**config.mk**
```make
export PLATFORM = sky130hd
export DESIGN_NAME = slms_ctrl
export DESIGN_NICKNAME = d
export VERILOG_FILES = /design/src/slms_pkg.sv /design/src/slms_ctrl.sv
export SDC_FILE = /design/constraint.sdc
export NUM_CORES = 1
export LEC_CHECK = 0
export BUFFER_PORTS_ARGS = -buffer_cell sky130_fd_sc_hd__clkbuf_2
export CORE_ASPECT_RATIO = 1.2
export CORE_MARGIN = 3
export CORE_UTILIZATION = 48
export DETAILED_ROUTE_END_ITERATION = 10
export GPL_TIMING_DRIVEN = 0
export HOLD_SLACK_MARGIN = 0.15
export PLACE_DENSITY = 0.83
export SLEW_MARGIN = 20
export SYNTH_ARGS = -nofsm -noshare
export SYNTH_HDL_FRONTEND = slang
export SYNTH_SLANG_ARGS = --single-unit
```
**constraint.sdc**
```tcl
create_clock -name clk -period 2.2 [get_ports clk]
set_input_delay 0.33 -clock clk [delete_from_list [all_inputs] [get_ports clk]]
set_output_delay 0.33 -clock clk [all_outputs]
set_load 0.005 [all_outputs]
```
**src/slms_pkg.sv**
```systemverilog
// ----------------------------------------------------------------------------
// slms_pkg
// Shared types and constants of the single-marker LOD scan block.
// ----------------------------------------------------------------------------
`default_nettype none

package slms_pkg;

    // Sizes of the sample stream and the scan.
    localparam int MAX_SAMPLES = 1024;
    localparam int MAX_SITES   = 1048576;
    localparam int CNT_W       = 11;
    localparam int Y_W         = 16;
    localparam int SY_W        = 27;
    localparam int SYY_W       = 41;
    localparam int SITE_W      = 20;
    localparam int LOD_W       = 20;
    localparam int H2_W        = 16;

    // Widths of the end-of-site arithmetic.
    localparam int A_W    = 52;
    localparam int K_W    = 19;
    localparam int E_W    = 38;
    localparam int XW     = 74;
    localparam int PW     = 80;
    localparam int BW     = 38;
    localparam int P_W    = 7;
    localparam int FRAC_W = 24;
    localparam int L_W    = P_W + FRAC_W;
    localparam int T_W    = 31;
    localparam int IT_W   = 5;

    localparam int IN_W  = 24;
    localparam int OUT_W = SITE_W + LOD_W + LOD_W + SITE_W + H2_W;

    localparam logic [CNT_W-1:0]  SAMPLE_CAP = CNT_W'(MAX_SAMPLES);
    localparam logic [SITE_W-1:0] SITE_LAST  = SITE_W'(MAX_SITES - 1);
    localparam logic [IT_W-1:0]   LOG_STEPS  = IT_W'(FRAC_W);
    localparam logic [IT_W-1:0]   DIV_STEPS  = IT_W'(H2_W);
    localparam logic [P_W-1:0]    P_TOP      = P_W'(XW - 1);
    localparam logic [BW-1:0]     LOG10_2    = BW'(64'd1292913987);
    localparam logic [LOD_W-1:0]  LOD_MAX    = '1;
    localparam logic [H2_W-1:0]   H2_MAX     = '1;

    // Operations of the shared serial multiplier.
    typedef enum logic [3:0] {
        MUL_NSYY,
        MUL_SYSQ,
        MUL_K,
        MUL_NSY1,
        MUL_MSY,
        MUL_N0,
        MUL_E2,
        MUL_DC,
        MUL_NT
    } mul_op_t;

    // Controller states.
    typedef enum logic [3:0] {
        ST_ACC,
        ST_MUL_GO,
        ST_MUL_WAIT,
        ST_CHK_N0,
        ST_CHK_N1,
        ST_NORM,
        ST_LOG,
        ST_DIFF,
        ST_DIV_LOAD,
        ST_DIV,
        ST_DONE
    } state_t;

    // Commands from the controller to the datapath.
    typedef struct packed {
        logic    acc;
        logic    mul_start;
        mul_op_t mul_op;
        logic    n1_calc;
        logic    zero;
        logic    sat;
        logic    norm_load;
        logic    norm_sel;
        logic    norm_step;
        logic    log_load;
        logic    log_step;
        logic    log_store;
        logic    store_sel;
        logic    diff;
        logic    div_load;
        logic    div_step;
        logic    finish;
    } cmd_t;

    // Status from the datapath to the controller.
    typedef struct packed {
        logic mul_done;
        logic n0_zero;
        logic n1_zero;
        logic norm_done;
        logic log_done;
        logic div_done;
        logic out_free;
    } status_t;

endpackage

`default_nettype wire

```
**src/slms_ctrl.sv**
```systemverilog
// ----------------------------------------------------------------------------
// slms_ctrl
// Controller that sequences accumulation and the end-of-site computation.
// ----------------------------------------------------------------------------
`default_nettype none

module slms_ctrl (
    input  wire logic             clk,
    input  wire logic             rst_n,
    input  wire logic             in_valid,
    input  wire logic             in_last,
    input  wire slms_pkg::status_t st,
    output logic                  in_ready,
    output slms_pkg::cmd_t        cmd
);
    import slms_pkg::*;

    state_t  state_reg, state_next;
    mul_op_t op_reg, op_next;
    logic    sel_reg, sel_next;

    // State registers.
    always_ff @(posedge clk or negedge rst_n)
    begin
        if (!rst_n)
        begin
            state_reg <= ST_ACC;
            op_reg    <= MUL_NSYY;
            sel_reg   <= 1'b0;
        end
        else
        begin
            state_reg <= state_next;
            op_reg    <= op_next;
            sel_reg   <= sel_next;
        end
    end

    // Next state and commands.
    always_comb
    begin
        state_next  = state_reg;
        op_next     = op_reg;
        sel_next    = sel_reg;
        in_ready    = 1'b0;
        cmd         = '0;
        cmd.mul_op  = op_reg;
        case (state_reg)
            ST_ACC:
            begin
                in_ready = 1'b1;
                cmd.acc  = in_valid;
                if (in_valid && in_last)
                begin
                    op_next    = MUL_NSYY;
                    state_next = ST_MUL_GO;
                end
            end
            ST_MUL_GO:
            begin
                cmd.mul_start = 1'b1;
                state_next    = ST_MUL_WAIT;
            end
            ST_MUL_WAIT:
            begin
                if (st.mul_done)
                begin
                    state_next = ST_MUL_GO;
                    case (op_reg)
                        MUL_NSYY: op_next = MUL_SYSQ;
                        MUL_SYSQ: op_next = MUL_K;
                        MUL_K:    op_next = MUL_NSY1;
                        MUL_NSY1: op_next = MUL_MSY;
                        MUL_MSY:  op_next = MUL_N0;
                        MUL_N0:   op_next = MUL_E2;
                        MUL_E2:   state_next = ST_CHK_N0;
                        MUL_DC:   op_next = MUL_NT;
                        MUL_NT:   state_next = ST_DIV_LOAD;
                        default:  state_next = ST_CHK_N0;
                    endcase
                end
            end
            ST_CHK_N0:
            begin
                cmd.n1_calc = 1'b1;
                if (st.n0_zero)
                begin
                    cmd.zero   = 1'b1;
                    state_next = ST_DONE;
                end
                else
                begin
                    state_next = ST_CHK_N1;
                end
            end
            ST_CHK_N1:
            begin
                if (st.n1_zero)
                begin
                    cmd.sat    = 1'b1;
                    state_next = ST_DONE;
                end
                else
                begin
                    cmd.norm_load = 1'b1;
                    cmd.norm_sel  = 1'b0;
                    sel_next      = 1'b0;
                    state_next    = ST_NORM;
                end
            end
            ST_NORM:
            begin
                if (st.norm_done)
                begin
                    cmd.log_load = 1'b1;
                    state_next   = ST_LOG;
                end
                else
                begin
                    cmd.norm_step = 1'b1;
                end
            end
            ST_LOG:
            begin
                if (st.log_done)
                begin
                    cmd.log_store = 1'b1;
                    cmd.store_sel = sel_reg;
                    if (!sel_reg)
                    begin
                        cmd.norm_load = 1'b1;
                        cmd.norm_sel  = 1'b1;
                        sel_next      = 1'b1;
                        state_next    = ST_NORM;
                    end
                    else
                    begin
                        state_next = ST_DIFF;
                    end
                end
                else
                begin
                    cmd.log_step = 1'b1;
                end
            end
            ST_DIFF:
            begin
                cmd.diff   = 1'b1;
                op_next    = MUL_DC;
                state_next = ST_MUL_GO;
            end
            ST_DIV_LOAD:
            begin
                cmd.div_load = 1'b1;
                state_next   = ST_DIV;
            end
            ST_DIV:
            begin
                if (st.div_done)
                begin
                    state_next = ST_DONE;
                end
                else
                begin
                    cmd.div_step = 1'b1;
                end
            end
            ST_DONE:
            begin
                if (st.out_free)
                begin
                    cmd.finish = 1'b1;
                    state_next = ST_ACC;
                end
            end
            default:
            begin
                state_next = ST_ACC;
            end
        endcase
    end

endmodule

`default_nettype wire

```
==> results of run 1 <==
## final timing paths
kind,from,to,slack (ns),depth (start not counted)
max,state_reg[1],cmd[19],0.19,4
min,st[6],op_reg[3],0.37,3
max reg2reg,state_reg[1],op_reg[1],0.27,6
min reg2reg,sel_reg,sel_reg,0.58,2
max in group asynchronous,rst_n,state_reg[3],1.49,2
min in group asynchronous,rst_n,state_reg[2],0.50,2
## kinds of logic (layout without fill, tap and decap cells)
family / count (synthesis) / count (layout) / share of synthesized area
AOI/OAI and AO/OA: 37 / 37 / 0.296
buffers and inverters: 14 / 49 / 0.0889
DFF: 9 / 9 / 0.262
muxes: 1 / 1 / 0.0131
and+or+nand+nor: 52 / 52 / 0.340
## layout by cell type, fill, tap and decap left out, drive strengths merged
cell type / Yosys / final
clkbuf: 4 / 38
nor2: 16 / 16
a21oi: 9 / 9
dfrtp: 9 / 9
nor3: 8 / 8
nand2b: 7 / 7
o21ai: 7 / 7
nand2: 6 / 6
inv: 6 / 6
o22ai: 4 / 4
buf: 4 / 4
nand3: 3 / 3
nor2b: 2 / 2
and2: 2 / 2
a31oi: 2 / 2
nand3b: 2 / 2
o31ai: 2 / 2
a22o: 2 / 2
o2bb2ai: 2 / 2
or3b: 2 / 2
or4b: 2 / 2
a31o: 2 / 2
and3: 1 / 1
nor4: 1 / 1
mux2: 1 / 1
o41ai: 1 / 1
a211oi: 1 / 1
a21o: 1 / 1
a2bb2oi: 1 / 1
o32a: 1 / 1
a311o: 1 / 1
o21bai: 1 / 1
dlygate4sd3: 0 / 1
## power by group through the flow
stage	registers [mW]	logic, mW	clock network [mW]
2_1_floorplan	0.301	0.661	0
3_3_place_gp	0.312	0.863	0
3_5_place_dp	0.316	0.889	0
4_1_cts	0.313	0.893	0.131
5_1_grt	0.329	0.985	0.139
6_report	0.314	0.888	0.129
## tightest hold or removal path, cell delays in order
cell      delay, ns
clkbuf_2       0.11
nand3_1        0.08
o22ai_1        0.07
## area by class of cell
class                   instances  area, µm²
fillers                       161        593
multi-input cells              90        557
flip-flops and latches          9        225
repair buffers                 32        165
plain buffers                   7       50.0
clock buffers                   4       26.3
inverters                       6       22.5
well taps                      18       22.5
## stage by stage
stage                     total power [mW]  setup slack (ns)  cells
after floorplan                      0.962             0.403    113
after global placement                1.17             0.358    162
after detailed placement              1.20             0.299    162
after CTS                             1.34            0.0543    167
after global routing                  1.45            0.0572    166
final                                 1.33             0.192    166
## timing repair
action                                  CTS  global route
hold endpoints to repair                  9             0
hold buffers                              1             0
endpoints found under the setup margin    0             3
## metal layers
layer	vias up	routed length, µm	GRT usage
met3	0	112	0.0275
met5	-	0	0
met1	453	977	0.241
li1	479	-	-
met2	27	1230	0.388
met4	0	0	0.0704
==> tab_implementation.tex, run 1 <==
\begin{tabular}{lr}
\hline
Metric & Value \\
\hline
\multicolumn{2}{l}{\textbf{Final layout}} \\
\quad Share of layout cells above drive strength 1 & 0.304 \\
\quad Diode count & 0 \\
\quad Layout Nets & 160 \\
\quad Utilization of the core after routing & 0.643 \\
\quad Finished layout cell area & 1070 µm² \\
\quad Layout overhead on the synthesized area & 24.5\% \\
\multicolumn{2}{l}{\textbf{Clocking}} \\
\quad Number of resized instances in the post-cts repair step & 0 \\
\quad Clock buffers created by TritonCTS & 3 \\
\quad Depth of the CTS H-tree & 1 \\
\quad Clock latency on the worst-skew pair & 0.26 ns \\
\quad TritonCTS clock tree & yes \\
\quad Maximum root-to-sink buffer count & 2 \\
\quad Clock root buffer & clkbuf\_4 \\
\quad Clock transition time at the flip-flop clock pins of the worst setup and hold paths & 0.06 ns \\
\quad Buffers inserted during post-CTS setup optimization & 0 \\
\quad Clock tree sinks & 9 \\
\multicolumn{2}{l}{\textbf{STA}} \\
\quad Hold Violations, Final & 0 \\
\quad Fin Clk Skew & 0.00218 ns \\
\quad Final worst path period share & 0.913 \\
\quad Slew Limit Fails & 0 \\
\quad Worst slew margin relative to its limit & 0.583 \\
\quad Clock period minus worst slack & 2.01 ns \\
\quad Pin slew with the least headroom to its limit & 0.620 ns \\
\quad Final setup viols & 0 \\
\quad RSZ-0062 raised after global routing & false \\
\quad Worst hold slack & 0.373 ns \\
\quad Total Neg Setup Slack & 0 ns \\
\quad Top achievable clock speed & 498 MHz \\
\multicolumn{2}{l}{\textbf{Route}} \\
\quad Count of vias placed by the detailed router & 959 \\
\quad Count of routing violations after the opening detailed-route iteration & 20 \\
\quad \# DRC & 0 \\
\quad Detailed Routing Iterations Pass 1 & 4 \\
\quad Via-to-Cell Ratio & 5.78 \\
\quad DRT Wirelength & 2320 µm \\
\quad Detail Route Antenna Nets & 0 \\
\quad Routed len/inst & 14.0 µm \\
\multicolumn{2}{l}{\textbf{Synth}} \\
\quad Syn nets & 124 \\
\quad Most frequent cell after synthesis & nor2\_1 \\
\quad Post-synthesis instance total & 113 \\
\quad FFs w/ async S/R, synth & 1.00 \\
\quad Syn avg cell area & 7.60 µm² \\
\quad Warnings, synthesis & 0 \\
\quad Total standard cell area after synthesis & 858 µm² \\
\quad Top cells by area, synth & dfrtp\_1, nor2\_1, a21oi\_1, nand2b\_1, nor3\_1 \\
\quad Most common library cells after synthesis & nor2\_1, a21oi\_1, dfrtp\_1 \\
\quad Area fraction of the dominant cell type after synthesis & 0.262 \\
\quad Distinct cell type count after synthesis & 36 \\
\quad Cell type contributing the most total cell area after synthesis & dfrtp\_1 \\
\quad Number of storage elements in the synthesis netlist & 9 \\
\quad Sequential fraction of the synthesis area & 0.262 \\
\quad Number of enable-type register cells in the synthesized netlist & 0 \\
\quad Dominant synthesized flop cell & dfrtp\_1 \\
\multicolumn{2}{l}{\textbf{Floorplanning}} \\
\quad Vertical extent of the die & 52.3 µm \\
\quad Std cell rows & 16 \\
\quad Starting utilization of the core area & 0.517 \\
\quad Die W & 44.6 µm \\
\quad IO Pins & 32 \\
\quad Core box area & 1660 µm² \\
\quad Die footprint & 2330 µm² \\
\multicolumn{2}{l}{\textbf{Place}} \\
\quad Final GP Congestion & 0.867 \\
\quad Area after detailed placement & 1040 µm² \\
\quad Final HPWL from detailed placement & 1770 µm \\
\quad Port buffer count & 31 \\
\multicolumn{2}{l}{\textbf{Power}} \\
\quad Internal Pwr Total & 0.703 mW \\
\quad Standby leakage power & 0.514 nW \\
\quad Areal power density over the cells & 1240 nW/µm² \\
\quad Reported net switching power & 0.627 mW \\
\quad Worst ir drop on vdd & 0.000659 V \\
\quad Sw frac & 0.472 \\
\quad Fraction of power consumed by sequential logic & 0.236 \\
\quad Clock share of power & 0.097 \\
\quad Part of the total power dissipated in combinational logic & 0.667 \\
\multicolumn{2}{l}{\textbf{Worst setup path}} \\
\quad Data required time at the worst endpoint & 1.87 ns \\
\quad CP endpoint kind & output pin \\
\quad Data arrival time of the critical path & 1.68 ns \\
\quad Crit-path max cell delay & 0.57 ns \\
\quad Startpoint Class & flop \\
\quad Critical Path, Cell by Cell & buf\_6 > nor4\_1 > and2\_1 > clkbuf\_2 \\
\quad Worst Path Class, Setup & reg -> out \\
\quad Maximum fanout along the worst path & 19 \\
\quad Crit path max-delay family & simple AND/OR/NAND/NOR gates \\
\quad Highest-delay cell along the critical path & nor4\_1 \\
\quad Sum of buffers and inverters on the critical path & 2 \\
\multicolumn{2}{l}{\textbf{Status}} \\
\quad Status & finished, final reports clean \\
\multicolumn{2}{l}{\textbf{Run}} \\
\quad Number of maximum-capacitance violations & 0 \\
\multicolumn{2}{l}{\textbf{GRT}} \\
\quad Total grt overflow & 0 \\
\quad Pin count of the biggest net entering global routing & 11 \\
\quad Antenna violations before repair & 0 \\
\quad GRT Total Usage & 0.211 \\
\quad Via count of the first global-routing pass & 897 \\
\quad Global-route wire length before repair & 3740 µm \\
\multicolumn{2}{l}{\textbf{Hold path}} \\
\quad Hold Path Class & in -> reg \\
\hline
\end{tabular}
Note: power is estimated with default switching activity, not from simulation.
==> run 2, diff against run 1 <==
clock period = 1.9 ns   (was 2.2 ns; I/O delays follow)
==> run 2 against run 1 <==
Against the previous run: combinational power grew 18%; worst hold slack lost 0.050 ns; sequential cell count is the same; global-route usage grew 0.21 points; highest routed layer is now met4.
==> tab_implementation.tex, run 2 (synthesis gave the netlist of run 1 again) <==
\begin{tabular}{lr}
\hline
Metric & Value \\
\hline
\multicolumn{2}{l}{\textbf{Status}} \\
\quad Status & finished, final reports clean \\
\multicolumn{2}{l}{\textbf{Hold path}} \\
\quad End of the worst hold path & op\_reg[3] \\
\quad Hold-critical path depth & 3 (unchanged) \\
\quad Worst min-delay path startpoint & st[6] \\
\quad Hold Path Class & in -> reg \\
\multicolumn{2}{l}{\textbf{Clocking}} \\
\quad Maximum root-to-sink buffer count & 2 (unchanged) \\
\quad TritonCTS clock tree & yes \\
\quad Clock tree sinks & 9 (unchanged) \\
\quad Clock buffers created by TritonCTS & 3 (unchanged) \\
\quad Clock transition time at the flip-flop clock pins of the worst setup and hold paths & 0.06 ns (about the same) \\
\quad Depth of the CTS H-tree & 1 (unchanged) \\
\quad Clock root buffer & clkbuf\_4 \\
\quad Clock latency on the worst-skew pair & 0.26 ns (about the same) \\
\multicolumn{2}{l}{\textbf{GRT}} \\
\quad Antenna violations before repair & 0 (unchanged) \\
\quad Global-route wire length before repair & 3780 µm (+1.1\%) \\
\quad Total grt overflow & 0 (unchanged) \\
\quad Pin count of the biggest net entering global routing & 11 (unchanged) \\
\quad Via count of the first global-routing pass & 914 (+1.9\%) \\
\quad GRT Total Usage & 0.213 (+0.00211) \\
\multicolumn{2}{l}{\textbf{Floorplanning}} \\
\quad Die W & 44.6 µm (unchanged) \\
\quad Die footprint & 2330 µm² (unchanged) \\
\quad IO Pins & 32 (unchanged) \\
\quad Vertical extent of the die & 52.3 µm (unchanged) \\
\quad Core box area & 1660 µm² (unchanged) \\
\quad Std cell rows & 16 (unchanged) \\
\quad Starting utilization of the core area & 0.517 (unchanged) \\
\multicolumn{2}{l}{\textbf{Final layout}} \\
\quad Area of combinational cells with multiple inputs & 581 µm² (+4.3\%) \\
\quad FILL cells & 150 (-6.8\%) \\
\quad Share of layout cells above drive strength 1 & 0.358 (+0.0541) \\
\quad Register area & 226 µm² (+0.56\%) \\
\quad Layout Nets & 160 (unchanged) \\
\quad Diode count & 0 (unchanged) \\
\quad Most common cell after layout, fill and taps aside & clkbuf\_2 \\
\quad Utilization of the core after routing & 0.659 (+0.0158) \\
\quad Finished layout cell area & 1090 µm² (+2.5\%) \\
\quad Layout overhead on the synthesized area & 27.6\% \\
\quad Leading cell types in the layout, fill and taps excluded & clkbuf\_2, nor2\_1, a21oi\_1 \\
\multicolumn{2}{l}{\textbf{STA}} \\
\quad Worst slew margin relative to its limit & 0.719 (+0.136) \\
\quad Hold Violations, Final & 0 (unchanged) \\
\quad Slew Limit Fails & 0 (unchanged) \\
\quad Clock period minus worst slack & 1.83 ns \\
\quad Top achievable clock speed & 545 MHz \\
\quad Final worst path period share & 0.966 \\
\quad Pin slew with the least headroom to its limit & 0.419 ns (-0.202 ns) \\
\quad Final setup viols & 0 (unchanged) \\
\quad Final worst-path setup slack & 0.0652 ns (-0.126 ns) \\
\quad Fin Clk Skew & 0.00144 ns (-0.000733 ns) \\
\quad Worst hold slack & 0.323 ns (-0.0500 ns) \\
\multicolumn{2}{l}{\textbf{Route}} \\
\quad DRT Wirelength & 2430 µm (+4.7\%) \\
\quad Count of routing violations after the opening detailed-route iteration & 34 (+70\%) \\
\quad Routed len/inst & 14.6 µm (+4.7\%) \\
\quad Detail Route Antenna Nets & 0 (unchanged) \\
\quad Count of vias placed by the detailed router & 997 (+4.0\%) \\
\quad Detailed Routing Iterations Pass 1 & 4 (unchanged) \\
\quad Via-to-Cell Ratio & 6.01 (+4.0\%) \\
\quad \# DRC & 0 (unchanged) \\
\multicolumn{2}{l}{\textbf{Place}} \\
\quad Area after detailed placement & 1040 µm² (unchanged) \\
\quad Port buffer count & 31 (unchanged) \\
\quad Setup slack after placement & -0.000799 ns (-0.300 ns) \\
\quad Final GP Congestion & 0.867 (unchanged) \\
\quad Final HPWL from detailed placement & 1770 µm (unchanged) \\
\multicolumn{2}{l}{\textbf{Worst setup path}} \\
\quad Startpoint Class & flop \\
\quad Maximum fanout along the worst path & 9 (-10) \\
\quad Data required time at the worst endpoint & 2.04 ns (+0.17 ns) \\
\quad Data arrival time of the critical path & 1.98 ns (+0.30 ns) \\
\quad Worst Path Class, Setup & reg -> reg \\
\quad CP endpoint kind & flop \\
\quad Register-to-Register Setup Slack & 0.07 ns (-0.20 ns) \\
\quad Worst R2R End & op\_reg[1] \\
\quad Startpoint of the lowest-slack register-to-register path & state\_reg[2] \\
\quad Cell depth of the worst flop-to-flop path & 7 (+1) \\
\multicolumn{2}{l}{\textbf{Power}} \\
\quad Areal power density over the cells & 1460 nW/µm² (+17\%) \\
\quad Standby leakage power & 0.520 nW (+1.2\%) \\
\quad Worst ir drop on vdd & 0.000747 V (+13\%) \\
\multicolumn{2}{l}{\textbf{Run}} \\
\quad Number of maximum-capacitance violations & 0 (unchanged) \\
\hline
\end{tabular}
==> run 2: per-layer routing <==
metal / GRT usage / vias to the layer above / routed length [µm]
met4: 0.0704 / 0 / 38
met5: 0 / - / 0
met3: 0.0275 / 4 / 164
met2: 0.390 / 53 / 1250
met1: 0.245 / 459 / 973
li1: - / 481 / -
==> run 2: timing repair <==
action                                  in CTS  in global routing
pin swaps                                    1                  1
hold endpoints to repair                     9                  0
gates resized for setup                      5                 10
setup buffers                                0                  1
hold buffers                                 1                  0
cloned                                       0                  0
endpoints found under the setup margin       7                  9
==> run 2: worst max path at each step <==
stage,cells past startpoint,startpoint,end
2_1_floorplan,7,state_reg[0],op_reg[1]
3_3_place_gp,7,state_reg[2],op_reg[1]
3_5_place_dp,6,state_reg[1],op_reg[1]
4_1_cts,7,state_reg[0],op_reg[1]
5_1_grt,7,state_reg[1],cmd[4]
6_report,7,state_reg[2],op_reg[1]
==> run 2: worst max-delay path, cell delays in order (launching register included) <==
cell and delay, ns:
dfrtp_2 0.47, nor2b_2 0.22, nand3_1 0.14, inv_1 0.10, a31o_2 0.24, a31o_4 0.21
buf_4 0.14, a22o_1 0.20
==> run 2: layout make-up <==
class                      instances  share of cell area
multi-input combinational         90               0.530
sequential                         9               0.207
timing repair buffer              33               0.158
buffer                             6              0.0400
clock buffer                       4              0.0240
inverter                           6              0.0206
tap                               18              0.0206
==> run 2: metrics by stage <==
step,power (mW),TNS [ns],cells
3_3_place_gp,1.36,0,162
3_5_place_dp,1.39,-0.000799,162
4_1_cts,1.57,0,166
6_report,1.60,0,166
2_1_floorplan,1.11,0,113
5_1_grt,1.73,-0.0369,166
==> run 2: power by group <==
part / internal (mW) / switching, mW / total, mW / leakage, nW
combinational: 0.482 / 0.572 / 1.05 / 0.392
clock: 0.0810 / 0.0687 / 0.150 / 0.0150
sequential: 0.272 / 0.122 / 0.393 / 0.113
